`config.mk`:
```
export PLATFORM = sky130hd
export DESIGN_NAME = bic_cell
export DESIGN_NICKNAME = d
export VERILOG_FILES = /design/src/rtl/bic_pkg.sv /design/src/rtl/bic_cell.sv
export SDC_FILE = /design/constraint.sdc
export NUM_CORES = 1
export LEC_CHECK = 0
export BUFFER_PORTS_ARGS = -buffer_cell sky130_fd_sc_hd__buf_4
export CORE_MARGIN = 1.5
export CORE_UTILIZATION = 25
export DETAILED_ROUTE_END_ITERATION = 16
export GPL_ROUTABILITY_DRIVEN = 0
export GPL_TIMING_DRIVEN = 0
export SLEW_MARGIN = 15
export SYNTH_ARGS = -nofsm -noshare
export SYNTH_HDL_FRONTEND = slang
export SYNTH_SLANG_ARGS = --single-unit
```
`constraint.sdc`:
```
create_clock -name clk_i -period 1.1 [get_ports clk_i]
set_input_delay 0.22 -clock clk_i [delete_from_list [all_inputs] [get_ports clk_i]]
set_output_delay 0.22 -clock clk_i [all_outputs]
set_load 0.01 [all_outputs]
```
`src/rtl/bic_pkg.sv`:
```
package bic_pkg;

  localparam int MAX_DIMS = 3;
  localparam int COORD_WIDTH = 32;
  localparam int IDX_WIDTH = 63;
  localparam int ACC_WIDTH = 64;
  localparam int EXT_WIDTH = COORD_WIDTH + 1;
  localparam int DIM_WIDTH = $clog2(MAX_DIMS + 1);
  localparam int N_STEPS = IDX_WIDTH;
  localparam int MUL_STEPS = EXT_WIDTH;
  localparam int STEP_WIDTH = $clog2(N_STEPS + 1);
  localparam int CELLS_PER_PASS = N_STEPS + 1;
  localparam int N_STAGES = MAX_DIMS * CELLS_PER_PASS;
  localparam int CFG_IDX_WIDTH = 3;

  localparam logic CMD_LIN = 1'b0;
  localparam logic CMD_DELIN = 1'b1;

  localparam logic [CFG_IDX_WIDTH-1:0] REG_DIMS = 3'd0;
  localparam logic [CFG_IDX_WIDTH-1:0] REG_LO0 = 3'd1;
  localparam logic [CFG_IDX_WIDTH-1:0] REG_HI0 = 3'd4;

  typedef logic [MAX_DIMS-1:0][EXT_WIDTH-1:0] ext_arr_t;
  typedef logic [MAX_DIMS-1:0][COORD_WIDTH-1:0] coord_arr_t;

  // acc: dividend/quotient or multiplicand; prod: product or remainder;
  // dat: coordinate offsets when linearizing, recovered coordinates otherwise.
  typedef struct packed {
    logic                 vld;
    logic                 cmd;
    logic                 bad;
    logic [ACC_WIDTH-1:0] acc;
    logic [ACC_WIDTH-1:0] prod;
    ext_arr_t             dat;
  } cell_t;

endpackage

```
`src/rtl/bic_cell.sv`:
```
module bic_cell (
  input  logic                               clk_i,
  input  logic                               rst_ni,
  input  logic                               en_i,
  input  logic [bic_pkg::STEP_WIDTH-1:0]     step_i,
  input  logic [bic_pkg::DIM_WIDTH-1:0]      pass_i,
  input  logic [bic_pkg::DIM_WIDTH-1:0]      dims_i,
  input  bic_pkg::ext_arr_t                  ext_i,
  input  bic_pkg::cell_t                     cell_i,
  output bic_pkg::cell_t                     cell_o
);

  bic_pkg::cell_t                     cell_d, cell_q;
  logic [bic_pkg::DIM_WIDTH-1:0]      dim;
  logic [bic_pkg::EXT_WIDTH-1:0]      ext;
  logic [bic_pkg::EXT_WIDTH:0]        shifted;
  logic [bic_pkg::EXT_WIDTH:0]        diff;
  logic                               fits;
  logic [bic_pkg::STEP_WIDTH-1:0]     bit_sel;
  logic [bic_pkg::ACC_WIDTH-1:0]      addend;

  // Delinearize walks the dimensions from the last one, so skipped passes come first.
  assign dim = (cell_i.cmd == bic_pkg::CMD_DELIN)
             ? bic_pkg::DIM_WIDTH'(bic_pkg::MAX_DIMS - 1) - pass_i : pass_i;
  assign ext = ext_i[dim];
  assign shifted = {cell_i.prod[bic_pkg::EXT_WIDTH-1:0], cell_i.acc[bic_pkg::IDX_WIDTH-1]};
  assign diff = shifted - {1'b0, ext};
  assign fits = shifted >= {1'b0, ext};
  assign bit_sel = bic_pkg::STEP_WIDTH'(bic_pkg::MUL_STEPS - 1) - step_i;
  assign addend = ext[bit_sel] ? cell_i.acc : '0;

  always_comb begin
    cell_d = cell_i;
    if (cell_i.vld && !cell_i.bad && (dim < dims_i)) begin
      if (cell_i.cmd == bic_pkg::CMD_DELIN) begin
        // One restoring division step: quotient bit enters at the bottom of acc.
        cell_d.prod = bic_pkg::ACC_WIDTH'(fits ? diff[bic_pkg::EXT_WIDTH-1:0]
                                              : shifted[bic_pkg::EXT_WIDTH-1:0]);
        cell_d.acc  = {1'b0, cell_i.acc[bic_pkg::IDX_WIDTH-2:0], fits};
      end else if (step_i < bic_pkg::STEP_WIDTH'(bic_pkg::MUL_STEPS)) begin
        // One shift-add multiply step, extent bits taken from the top down.
        cell_d.prod = {cell_i.prod[bic_pkg::ACC_WIDTH-2:0], 1'b0} + addend;
      end
    end
  end

  always_ff @(posedge clk_i or negedge rst_ni) begin
    if (!rst_ni) begin
      cell_q <= '0;
    end else if (en_i) begin
      cell_q <= cell_d;
    end
  end

  assign cell_o = cell_q;

endmodule

```
==> metrics.csv <==
metric;value;unit
status;finished with violations;
violations;setup timing;
fin_nets;3397;
route.met3.wl;7357;um
vias;20450;
overflow;0;
fin_skew;0;ns
clk_path_buf_depth;3;
syn_area;17770;um2
fin_crit_sh;430.0;%
largest_register_ffs;230;
cpMostUsedCell;buf_6;
critical-path-slowest-cell;mux4_2;
worst_pin_slew;1.044;ns
drv_cap;0;
drt_iter0_markers;1610;
synth_compound_area_share;23.29;%
cts-root-buf;clkbuf_16;
synth_fa_ha_area_share;7.053;%
viasPerCell;5.210;
avgSynthCellArea;8.874;um2
arrival;5.23;ns
num_io_pins;572;
yosysMostFrequentCell;dfrtp_1;
powerDensity;1221;nW/um2
synth_edf_count;0;
ir_worst_vdd;1.263;mV
insertion_delay;0.60;ns
r2r_start;cell_o[131]$_DFFE_PN0P_;
critPathLaunch;cell_i[228];
port-buffer-count;567;
ys.flop_type;dfrtp_1;
drc;0;
grt_first_pass_wirelength;131600;um
grt_max_degree;94;
fill_cells;6736;
min_from;cell_i[99];
die_x;269.6;um
drt-met1-wl;36800;um
initial_core_util;25.34;%
final_area;30330;um2
drtPass1Iterations;6;
min_path_cells;3;
ant_nets;0;
ys_ff_latch;230;
syn_nets;2444;
timing.final.setup_violations;358;
yosys.area_share.xor_xnor;4.477;%
synthTopCellsByCount;dfrtp_1, a21oi_1, nor2_1, nand2_1, mux2_2;
cts_made_buffers;31;
clkTransAtPathRegs;0.07;ns
rows;97;
yosysWarningCount;0;
drive_gt1_share;42.21;%
cp_max_fo;10;
fmax;0.2114;GHz
track_usage;23.62;%
synth_top_family_by_area;compound AO/OA/AOI/OAI gates;
max_slew_margin;30.15;%
highest_layer;met5;
synthTopCellsByArea;dfrtp_1, mux2_2, ha_1, a21oi_1, mux2i_1;
dp_hpwl;65500;um
min_path_type;in -> reg;
syn_inst;2003;
final_cells;3925;
rsz0062_at_grt;yes;
wl;90790;um
antenna_found_initial;5;
p_leak;13.69;nW
max_stage_delay;0.52;ns
die_h;269.6;um
grt_pass1_vias;20410;
yosysSeqAreaShare;32.38;%
setup_ws;-3.630;ns
rr_worst_depth;4;
path_class;in -> reg;
final.min_clock_period;4.730;ns
cp-end-kind;register;
cts_max_level;1;
synthArstFlopShare;100.0;%
required;1.60;ns
start_kind;input port;
finalHoldViolCount;0;
coreArea;70150;um2
yosys.area_share.simple;14.63;%
cts_tree;built;
slew_violations;0;
yosysTopAreaCell;dfrtp_1;
cts.sinks;230;
area_delta_synth_final;70.64;%
place_area;23600;um2
wl_per_cell;23.13;um
synth_top_area_share;32.38;%
dr_wl_met2;42200;um
dpl.cell_count;3512;
dieArea;72710;um2
postLayoutCoreUtil;43.24;%
tns;-305.55;ns
yosysUniqueCellTypes;87;
synth_mux_area_share;14.23;%
cells by family (layout without fill, tap and decap cells):
group,count (synthesis),count (layout)
flip-flops,230,230
other,0,5
XOR/XNOR,90,90
multiplexers,232,232
adder cells (fa/ha/maj),99,99
AND/OR/NAND/NOR,549,550
buffers and inverters,173,1149
AO/OA/AOI/OAI,630,630
what timing repair did:
| action | in CTS | in global routing |
|---|---|---|
| resized for setup | 341 | 171 |
| hold buffers | 211 | 0 |
| endpoints found under the setup margin | 358 | 476 |
| hold endpoints to repair | 266 | 0 |
| buffers inserted | 91 | 57 |
| cloned | 2 | 4 |
| pin swaps | 142 | 111 |
metal layers:
metal / global-route usage (%) / vias up
met3: 4.862 / 211
met4: 10.02 / 2
li1: - / 9325
met2: 39.11 / 990
met5: 0 / -
met1: 29.70 / 9922
cell type report:
cell class / count / area [um2] / area share, %
Multi-Input combinational cell: 1601 / 13390 / 44.15
Timing Repair Buffer: 930 / 7883 / 25.99
Sequential cell: 230 / 5757 / 18.98
Tap cell: 940 / 1176 / 3.878
Clock buffer: 41 / 863.3 / 2.846
Buffer: 109 / 827.0 / 2.727
Clock inverter: 16 / 217.7 / 0.7178
Inverter: 53 / 203.9 / 0.6724
Antenna cell: 5 / 12.51 / 0.04125
cell usage in the layout (no fill, tap or decap), types with 32 or more instances in the layout:
master / synthesis / routed
a21o_1: 47 / 47
a21oi_1: 208 / 164
a21oi_2: 3 / 35
buf_4: 2 / 664
buf_6: 2 / 65
clkbuf_1: 78 / 48
clkbuf_16: 0 / 34
dfrtp_1: 230 / 229
dlygate4sd3_1: 0 / 211
ha_1: 97 / 59
ha_4: 0 / 32
inv_1: 53 / 47
mux2_2: 131 / 128
mux2i_1: 96 / 89
nand2_1: 154 / 142
nor2_1: 175 / 168
nor2b_1: 89 / 56
o21ai_0: 96 / 40
o21ai_1: 5 / 37
xnor2_1: 46 / 34
xor2_1: 43 / 42
where the power goes:
group / total, mW / internal, mW / switching [mW]
logic: 16.2 / 7.81 / 8.37
registers: 9.94 / 9.38 / 0.567
clock network: 10.9 / 6.48 / 4.43
metrics by stage:
stage | power, mW | hold slack, ns | worst slack (ns)
3_3_place_gp | 22.11 | 0.4526 | -5.381
5_1_grt | 38.67 | 0.02605 | -3.725
4_1_cts | 35.74 | 0.001684 | -3.506
3_5_place_dp | 22.21 | 0.1881 | -5.349
6_report | 37.03 | 0.01120 | -3.630
2_1_floorplan | 16.84 | -0.07559 | -3.595
path summary, 6_finish.rpt:
path	to	slack (ns)
max	cell_o[155]$_DFFE_PN0P_	-3.63
min	cell_o[100]$_DFFE_PN0P_	0.01
max reg2reg	cell_o[131]$_DFFE_PN0P_	0.03
min reg2reg	cell_o[41]$_DFFE_PN0P_	0.51
max in group asynchronous	cell_o[198]$_DFFE_PN0P_	0.05
min in group asynchronous	cell_o[148]$_DFFE_PN0P_	0.17
worst max-delay path, delay by kind of cell:
kind	cells	cell delay, ns
compound gates	12	2.55
xor+xnor	2	0.31
fa+ha+maj	1	0.29
buf+inv	6	0.85
mux	2	0.67
simple gates	2	0.31
Power figures use the tool's default switching activity.
